$ cat config.mk
export PLATFORM = sky130hd
export DESIGN_NAME = idwn_cell
export DESIGN_NICKNAME = d
export VERILOG_FILES = /design/src/idwn_pkg.sv /design/src/idwn_cell.sv
export SDC_FILE = /design/constraint.sdc
export NUM_CORES = 1
export LEC_CHECK = 0
export ABC_CLOCK_PERIOD_IN_PS = 3000
export BUFFER_PORTS_ARGS = -buffer_cell sky130_fd_sc_hd__buf_4
export CELL_PAD_IN_SITES_DETAIL_PLACEMENT = 1
export CELL_PAD_IN_SITES_GLOBAL_PLACEMENT = 1
export CORE_MARGIN = 5
export CORE_UTILIZATION = 34
export DETAILED_ROUTE_END_ITERATION = 10
export GPL_ROUTABILITY_DRIVEN = 0
export GPL_TIMING_DRIVEN = 0
export PLACE_DENSITY_LB_ADDON = 0.05
export RECOVER_POWER = 25
export SKIP_CTS_REPAIR_TIMING = 1
export SYNTH_ARGS = -nofsm -noshare
export SYNTH_HDL_FRONTEND = slang
export SYNTH_SLANG_ARGS = --single-unit
$ cat constraint.sdc
create_clock -name clk -period 3 [get_ports clk]
set_input_delay 0.15 -clock clk [delete_from_list [all_inputs] [get_ports clk]]
set_output_delay 0.15 -clock clk [all_outputs]
set_load 0.02 [all_outputs]
$ cat src/idwn_pkg.sv
package idwn_pkg;

	// Item kinds.
	localparam logic [1:0] KIND_LIST  = 2'd0;
	localparam logic [1:0] KIND_DELAY = 2'd1;
	localparam logic [1:0] KIND_FWD   = 2'd2;

	localparam int FACE_W  = 16;
	localparam int DELAY_W = 16;

	// One table entry as held by a cell.
	typedef struct packed {
		logic               valid;
		logic               seen;
		logic               kill;
		logic [FACE_W-1:0]  face;
		logic [DELAY_W-1:0] delay;
	} entry_t;

	// Operation broadcast to every cell of the chain.
	typedef enum logic [2:0] {
		OP_HOLD   = 3'd0,
		OP_INSERT = 3'd1,
		OP_SEEN   = 3'd2,
		OP_KILL   = 3'd3,
		OP_PRUNE  = 3'd4,
		OP_REMOVE = 3'd5
	} op_t;

	typedef struct packed {
		op_t                op;
		logic [FACE_W-1:0]  id;
		logic [DELAY_W-1:0] delay;
		logic               seen;
	} ctl_t;

endpackage

$ cat src/idwn_cell.sv
module idwn_cell (
	input  logic            clk,
	input  logic            arst_n,
	input  idwn_pkg::ctl_t  ctl,
	input  idwn_pkg::entry_t left_d,
	input  idwn_pkg::entry_t right_d,
	input  logic            left_place,
	input  logic            left_kpre,
	output idwn_pkg::entry_t d,
	output logic            place,
	output logic            kpre,
	output logic            match,
	output logic            first_kill
);
	import idwn_pkg::*;

	entry_t ent_q;
	entry_t nxt;

	assign d = ent_q;

	// The chain is packed and sorted by (delay, face), so place and kpre are monotonic.
	assign place      = !ent_q.valid || ({ent_q.delay, ent_q.face} > {ctl.delay, ctl.id});
	assign match      = ent_q.valid && (ent_q.face == ctl.id);
	assign kpre       = left_kpre || (ent_q.valid && ent_q.kill);
	assign first_kill = ent_q.valid && ent_q.kill && !left_kpre;

	// Next contents: hold, take a neighbour, take the new entry or update flags.
	always_comb begin
		nxt = ent_q;
		unique case (ctl.op)
			OP_HOLD: begin
				nxt = ent_q;
			end
			OP_INSERT: begin
				if (left_place) begin
					nxt = left_d;
				end else if (place) begin
					nxt.valid = 1'b1;
					nxt.seen  = ctl.seen;
					nxt.kill  = 1'b0;
					nxt.face  = ctl.id;
					nxt.delay = ctl.delay;
				end
			end
			OP_SEEN: begin
				if (match) nxt.seen = 1'b1;
			end
			OP_KILL: begin
				if (match) nxt.kill = 1'b1;
			end
			OP_PRUNE: begin
				nxt.kill = ent_q.valid && !ent_q.seen;
				nxt.seen = 1'b0;
			end
			OP_REMOVE: begin
				if (kpre) nxt = right_d;
			end
			default: begin
				nxt = ent_q;
			end
		endcase
	end

	always_ff @(posedge clk or negedge arst_n) begin
		if (!arst_n) begin
			ent_q <= '0;
		end else begin
			ent_q <= nxt;
		end
	end

endmodule

# Word-level counts from Yosys, hierarchy flattened
# Index checks and enable logic that the tools add are counted.
# W data, S select, Z words.
dict set report op_classes {
  n_reduce_logical 15
  magnitude_cmp 1
  mux 8
  eq_ne 10
}
# op n
set op_table {}
lappend op_table {{$mux W35} 3}
lappend op_table {{$pmux W32 S2} 1}
lappend op_table {{$gt A32 B32 Y1} 1}
lappend op_table {{$eq A16 B16 Y1} 1}
lappend op_table {{$pmux W1 S4} 2}
lappend op_table {{$reduce_and A4 Y1} 2}
lappend op_table {{$reduce_bool A4 Y1} 2}
lappend op_table {{$eq A3 B2 Y1 const B} 2}
lappend op_table {{$eq A3 B3 Y1 const B} 2}
lappend op_table {{$ne A2 B2 Y1 const B} 3}
lappend op_table {{$logic_and A1 B1 Y1} 4}
lappend op_table {{$eq A3 B1 Y1 const B} 1}
lappend op_table {{$logic_not A1 Y1} 3}
lappend op_table {{$ne A3 B3 Y1 const B} 1}
lappend op_table {{$reduce_and A3 Y1} 1}
lappend op_table {{$logic_or A1 B1 Y1} 2}
lappend op_table {{$pmux W1 S2} 1}
lappend op_table {{$reduce_bool A2 Y1} 1}
lappend op_table {{$mux W1} 1}
dict set report word_totals {
  register_bits 35
  wordCells 39
  inputBits 110
}

# Depth between registers and ports, before layout
# Gate-level depths: netlist (run 1).
dict set report depth {
  ltp_word 5
  depth_mapped 11
  depth_no_buf 9
}

# Worst setup path before layout (run 1)
# No wires, ideal clock.
dict set report synth_path {
  path_type {reg2reg}
  from {register ent_q, in the netlist d[30]}
  to {register ent_q, in the netlist d[0]}
  t_arrival_ns 2.685
  required_ns 2.875
  stages_incl_launch_ff 11
  path_slack_ns 0.190
  path_cell_list {dfrtp_1 ha_1 nand4_1 nor4_1 and3_1 nand2b_1 o31a_2 o311a_1 buf_6 buf_12 mux2_4}
}
dict set report synth_via {
  elab_chain_cells 4
}
# element line_no
set synth_rtl {}
lappend synth_rtl {{start, declared} idwn_cell.sv:17} ;# entry_t ent_q;
lappend synth_rtl {{start signal, assigned} idwn_cell.sv:69} ;# ent_q <= nxt;
lappend synth_rtl {{$gt A32 B32 Y1} idwn_cell.sv:23} ;# assign place = !ent_q.valid || ({ent_q.delay, ent_q.face} > {ctl.delay, ctl.id});
lappend synth_rtl {{$logic_or A1 B1 Y1} idwn_cell.sv:23}
lappend synth_rtl {{via place} idwn_cell.sv:10} ;# output logic place,
lappend synth_rtl {{$ne A3 B3 Y1 (no source line)} -}
lappend synth_rtl {{$reduce_and A3 Y1 (no source line)} -}
# The timed path passes the listed nets, and every way through them passes these cells.
# A chain may end at the register's enable or synchronous reset.

# Final worst setup path (run 1)
dict set report layout_path {
  from {register ent_q, in the netlist d[30]}
  to {register ent_q, in the netlist d[19]}
}
dict set report layout_via {
  elab_chain_cells 4
}
# element line_no
set layout_rtl {}
lappend layout_rtl {{$gt A32 B32 Y1} idwn_cell.sv:23}
lappend layout_rtl {{$logic_or A1 B1 Y1} idwn_cell.sv:23}
lappend layout_rtl {{$ne A3 B3 Y1 (no source line)} -}
lappend layout_rtl {{$reduce_and A3 Y1 (no source line)} -}
# Every way passes these cells.

==> results of run 1 <==
-- metal layers --
layer | vias to the layer above | wire length, µm | part of all wire | GRT usage
met4 | 0 | 70 | 0.0066 | 0.0324
met5 | - | 0 | 0 | 0
met2 | 77 | 5510 | 0.52 | 0.337
li1 | 1485 | - | - | -
met3 | 5 | 622 | 0.058 | 0.0522
met1 | 1473 | 4450 | 0.42 | 0.216
-- through the flow --
step | total power, µW | cell area, µm² | setup slack, ns | utilization | hold WS [ns]
after global routing | 2610 | 4530 | 0.00268 | 0.494 | 0.192
after CTS | 2450 | 4500 | 0.0109 | 0.492 | -0.149
final | 2430 | 4530 | 0.138 | 0.494 | 0.184
after global placement | 2010 | 4400 | 0.0112 | 0.481 | 0.167
after detailed placement | 2050 | 4400 | 0.0355 | 0.481 | 0.160
after floorplan | 1490 | 3160 | 0.190 | - | -0.146
-- final timing paths --
kind                             start     to  slack, ns
max                              d[30]  d[19]       0.14
min                        right_d[16]  d[16]       0.18
max reg2reg                      d[30]  d[19]       0.14
min reg2reg                      d[30]  d[30]       0.55
max in group asynchronous       arst_n  d[33]       0.78
min in group asynchronous       arst_n  d[17]       1.01
-- report_power, final --
part / total (µW) / leakage (µW) / switching (µW) / internal, µW
Clock: 400 / 0.0000515 / 190 / 210
Sequential: 755 / 0.000420 / 142 / 612
Combinational: 1280 / 0.00191 / 611 / 665
-- worst reg2reg max path, stage by stage (launching register included) --
cell      delay, ns
dfrtp_1        0.40
ha_1           0.33
nand4_1        0.18
nor4_2         0.38
and3_1         0.31
nand2b_1       0.08
o31a_2         0.16
o311a_1        0.31
buf_6          0.15
buf_12         0.15
mux2_4         0.30
-- layout make-up --
| type | count | share of cell area |
|---|---|---|
| Clock buffer | 8 | 0.0221 |
| Buffer | 18 | 0.0351 |
| Sequential cell | 35 | 0.194 |
| Tap cell | 111 | 0.0307 |
| Multi-Input combinational cell | 248 | 0.446 |
| Inverter | 33 | 0.0274 |
| Timing Repair Buffer | 148 | 0.245 |
-- logic make-up (layout without fill, tap and decap cells) --
kind of cell / Yosys count / count (layout)
buffers and inverters: 51 / 207
adders and majority gates: 32 / 32
DFF: 35 / 35
and+or+nand+nor: 79 / 79
muxes: 66 / 66
AOI/OAI and AO/OA: 71 / 71
-- Yosys cell counts, types with 3 or more instances --
cell	count	area share
mux2_2	3	0.011
a21o_1	3	0.0071
a21oi_1	16	0.025
mux2_4	29	0.14
nor2_1	8	0.0095
nand2b_1	3	0.0059
clkbuf_1	7	0.0083
nor2b_1	3	0.0059
buf_1	3	0.0036
o21ai_0	38	0.060
nand2_1	47	0.056
dfrtp_1	35	0.28
nand3_1	3	0.0048
mux2i_1	34	0.11
inv_1	33	0.039
buf_12	3	0.019
a31oi_1	3	0.0059
ha_1	32	0.13
nand4_1	5	0.0099
-- cells in the final DEF, fill, tap and decap left out, types with 2 or more instances in the layout --
master	instances
mux2_2	3
a21o_1	3
clkdlybuf4s50_2	2
nand2_1	47
nand4_1	5
clkbuf_1	9
a21oi_1	16
ha_1	31
dfrtp_1	35
buf_4	146
nand3b_1	2
nor2b_1	3
nand2b_1	3
buf_1	3
clkbuf_8	9
nor4_2	2
o311ai_0	2
mux2_4	29
o21ai_0	38
buf_12	3
mux2i_1	34
inv_1	33
nand3_1	3
nor2_1	8
a31oi_1	3
==> out/results.tsv, run 1 <==
metric	value	unit
status	finished with violations	
failing checks	capacitance limit, slew limit	
chip height	106	µm
H-tree depth	2	
unrepaired setup endpoints after global routing	no	
post-synthesis mux area share	0.256	
fin crit share	0.954	
Avg Synthesized Cell Area	9.46	µm²
P_leak	0.00238	µW
Reg clk slew, reported paths	0.08	ns
Largest stage delay, worst path	0.40	ns
fillcell total	1105	
maximum root-to-sink buffer count	2	
Max Freq	0.349	GHz
Clk Latency, worst-skew pair	0.29	ns
Mapped Area	3160	µm²
CTS root buffer	clkbuf_8	
WP buf/inv	2	
#FFs+latches synth	35	
Rows	35	
worst hold stages	3	
Post-synth EDFFs	0	
Slew HR	-0.411	
Compound-Gate Fraction of Synth Area	0.132	
CP delay by family, top	simple AND/OR/NAND/NOR gates	
Final TNS setup	0	ns
remaining global-route overflow	0	
DP HPWL	8.42	mm
Final Hold Fails	0	
CTS tree	yes	
critical path, cell by cell	ha_1 -> nand4_1 -> nor4_2 -> and3_1 -> nand2b_1 -> o31a_2 -> o311a_1 -> buf_6 -> buf_12 -> mux2_4	
Post-Syn Nets	476	
Multi-input gate area	2020	µm²
Die Width	106	µm
total CTS buffers	5	
CP arrival	3.03	ns
Non-Filler Instances	601	
vias in the first global route	3250	
antenna violations before repair	0	
port bufs	147	
Reg area	876	µm²
Final min period	2.86	ns
DP Cell Count	592	
I/O pin count	149	
Post-Synth Simple-Gate Area	0.118	
slowest cell on the critical path	dfrtp_1	
pin count of the biggest net entering global routing	36	
DRT Wirelength	10.7	mm
largest family of logic cells by synthesized area	multiplexers	
# diodes	0	
share of layout cells above drive strength 1	0.404	
VDD IR max	0.196	mV
adder-cell area share of the yosys netlist	0.127	
Overall Global Routing Usage	0.184	
Synth warnings	0	
clk sinks	35	
max FFs per register	35	
Core Area	9150	µm²
Worst Reg-to-Reg Cells	10	
DRC	0	
fin nets	631	
critical path endpoint category	flop	
Mapped Cells	334	
via count	3040	
Crit Path Max Fanout	10	
Via density	5.06	
max-cap violations	1	
register area share after synthesis	0.277	
Post-synth ARST share	1.00	
cell count along the critical path	10	
DIE AREA	11300	µm²
Fin Clk Skew	0.00830	ns
total iterations of the first detailed-routing run	4	
Post-Synth XOR/XNOR Area	0	
Layout area overhead	43.3	%
worst min path class	in -> reg	
Avg WL per Cell	17.7	µm
Setup Crit Path Kind	reg -> reg	
Initial Utilization	0.345	
global-route wire length before repair	16.6	mm
Post-DRT Antenna Nets	0	
Distinct cells, synth	41	
Slew @ Worst Pin	2.12	ns
Req. time, crit path	3.17	ns
Setup Viol. Count Final	0	
PwrDens	537	nW/µm²
Slew Limit Fails	36	
startpoint class of the critical path	flop	
Top FF cell, synth	dfrtp_1	
Iter 0 DRT Violations	81	
(Power assumes the default switching activity.)
==> inputs of run 2 (changes only) <==
Settings changed: CORE_UTILIZATION 34 to 35, CTS_BUF_LIST set to sky130_fd_sc_hd__clkbuf_2.
==> run 2 against run 1 <==
Net effect:
- the flow still finishes with violations (capacitance limit, slew limit)
- clock skew grew 0.0065 ns
- first-iteration DRC count decreased by 25%
- hold slack got worse by 0.13 ns
- cell count is 0.33% higher
- design area is 1.4% higher
- global-route usage is 0.47 points higher
- sequential power about the same
- register-to-register slack worse by 0.10 ns
- maximum frequency down 3.5%
- sequential share of layout area fell by 0.26 points
- worst setup slack worse by 0.10 ns
- combinational power increased by 5%
- critical path type unchanged
- largest cell class unchanged
- largest power group unchanged
==> out/results.tsv, run 2 (synthesized netlist as in run 1, its figures left out) <==
metric	value	unit	change
status	finished with violations		
failing checks	capacitance limit, slew limit		
Final Hold Fails	0		unchanged
DIE AREA	11000	µm²	-2.6%
clk sinks	35		unchanged
Slew @ Worst Pin	2.17	ns	+0.0492 ns
Worst Min Path Start	right_d[16]		
antenna violations before repair	0		unchanged
reg2reg setup slack	0.03	ns	-0.10 ns
commonest non-fill, non-tap cells in the layout	buf_4, nand2_1, o21ai_0		
max-cap violations	1		unchanged
vias in the first global route	3392		+4.4%
CP delay by family, top	simple AND/OR/NAND/NOR gates		
Post-DRT Antenna Nets	0		unchanged
Final min period	2.97	ns	+0.105 ns
Worst Reg-to-Reg Cells	10		unchanged
worst hold stages	3		unchanged
Core Area	8760	µm²	-4.3%
fin nets	638		+1.1%
Avg WL per Cell	17.8	µm	+0.72%
Slew Limit Fails	36		unchanged
Req. time, crit path	3.28	ns	+0.11 ns
H-tree depth	2		unchanged
total iterations of the first detailed-routing run	4		unchanged
Die Width	105	µm	-1.3%
Rows	34		-2.9%
WHS Endpoint	d[16]		
# diodes	0		unchanged
WP buf/inv	2		unchanged
via count	3123		+2.7%
startpoint class of the critical path	flop		
VDD IR max	0.190	mV	-3.0%
port bufs	147		unchanged
Crit Path Max Fanout	10		unchanged
Overall Global Routing Usage	0.189		+0.00470
unrepaired setup endpoints after global routing	yes		
remaining global-route overflow	0		unchanged
Clk Latency, worst-skew pair	0.38	ns	+0.09 ns
Reg clk slew, reported paths	0.19	ns	+0.11 ns
Fin Clk Skew	0.0148	ns	+0.00655 ns
CTS tree	yes		
Largest stage delay, worst path	0.47	ns	+0.07 ns
Max Freq	0.337	GHz	-3.5%
Initial Utilization	0.360		+0.0153
Final TNS setup	0	ns	unchanged
commonest non-fill, non-tap cell in the layout	buf_4		
FF-to-FF End	d[15]		
Via density	5.18		+2.4%
PwrDens	504	nW/µm²	-6.1%
slowest cell on the critical path	dfrtp_1		
DP HPWL	8.49	mm	+0.88%
critical path, cell by cell	ha_4 -> nand4_1 -> nor4_4 -> nand4_1 -> nand2b_4 -> o31a_4 -> o311a_1 -> buf_6 -> buf_12 -> mux2_4		
Setup Viol. Count Final	0		unchanged
worst min path class	in -> reg		
fin crit share	0.989		+0.0348
Non-Filler Instances	603		+0.33%
critical path endpoint category	flop		
Slew HR	-0.444		-0.0328
P_leak	0.00242	µW	+1.7%
fillcell total	1042		-5.7%
Layout area overhead	45.2	%	
DP Cell Count	589		-0.51%
pin count of the biggest net entering global routing	36		unchanged
CTS root buffer	clkbuf_2		
Iter 0 DRT Violations	61		-25%
max FFs per register	35		unchanged
total CTS buffers	5		unchanged
DRC	0		unchanged
global-route wire length before repair	17.1	mm	+2.8%
I/O pin count	149		unchanged
share of layout cells above drive strength 1	0.422		+0.0181
DRT Wirelength	10.8	mm	+1.1%
most frequent CP cell	nand4_1		
Setup Crit Path Kind	reg -> reg		
chip height	105	µm	-1.3%
maximum root-to-sink buffer count	2		unchanged
worst r2r src	d[10]		
CP arrival	3.25	ns	+0.22 ns
==> run 2: changes by cell type in the layout (fill, tap and decap cells not counted), moves of 2 or more <==
cell,delta
buf_4,+5
clkbuf_2,+6
clkbuf_8,-7
ha_1,-2
ha_4,+2
==> run 2: area by class of cell <==
| class | instances | area [µm²] | area share |
|---|---|---|---|
| inverter | 33 | 124 | 0.0270 |
| clock buffer | 6 | 30.0 | 0.00655 |
| multi-input combinational | 248 | 2080 | 0.453 |
| buffer | 18 | 159 | 0.0346 |
| tap | 108 | 135 | 0.0295 |
| sequential | 35 | 876 | 0.191 |
| timing repair buffer | 155 | 1180 | 0.258 |
==> run 2: worst max path at each step <==
stage	slack, ns	to	startpoint	cells past startpoint
6_report	0.03	d[15]	d[10]	10
3_5_place_dp	-0.08	d[15]	d[15]	10
5_1_grt	-0.10	d[15]	d[10]	10
3_3_place_gp	-0.05	d[1]	d[15]	10
4_1_cts	-0.13	d[15]	d[15]	10
2_1_floorplan	0.19	d[0]	d[30]	10
==> run 2: stage by stage <==
stage / area, µm² / power (µW) / setup slack (ns) / util / hold WS (ns)
floorplan: 3160 / 1490 / 0.190 / - / -0.146
finish: 4590 / 2310 / 0.0332 / 0.523 / 0.0512
global route: 4590 / 2500 / -0.101 / 0.523 / 0.0332
CTS: 4430 / 2270 / -0.126 / 0.505 / -0.299
global placement: 4400 / 2010 / -0.0474 / 0.502 / 0.162
detailed placement: 4400 / 2040 / -0.0818 / 0.502 / 0.164
==> run 2: worst register-to-register path, stage by stage, from the launching register on <==
cell	delay, ns
dfrtp_1	0.47
ha_4	0.29
nand4_1	0.19
nor4_4	0.34
nand4_1	0.26
nand2b_4	0.22
o31a_4	0.13
o311a_1	0.33
buf_6	0.17
buf_12	0.16
mux2_4	0.30
==> run 2: where the power goes <==
group | switching [µW] | internal (µW) | total (µW)
clock network | 170 | 52.7 | 222
registers | 142 | 611 | 753
logic | 632 | 706 | 1340
total | 944 | 1370 | 2310
==> run 2: per-layer routing <==
layer	vias up	GRT usage	part of all wire
li1	1511	-	-
met1	1498	0.225	0.42
met2	97	0.332	0.50
met3	17	0.0530	0.061
met4	0	0.0521	0.023
met5	-	0	0
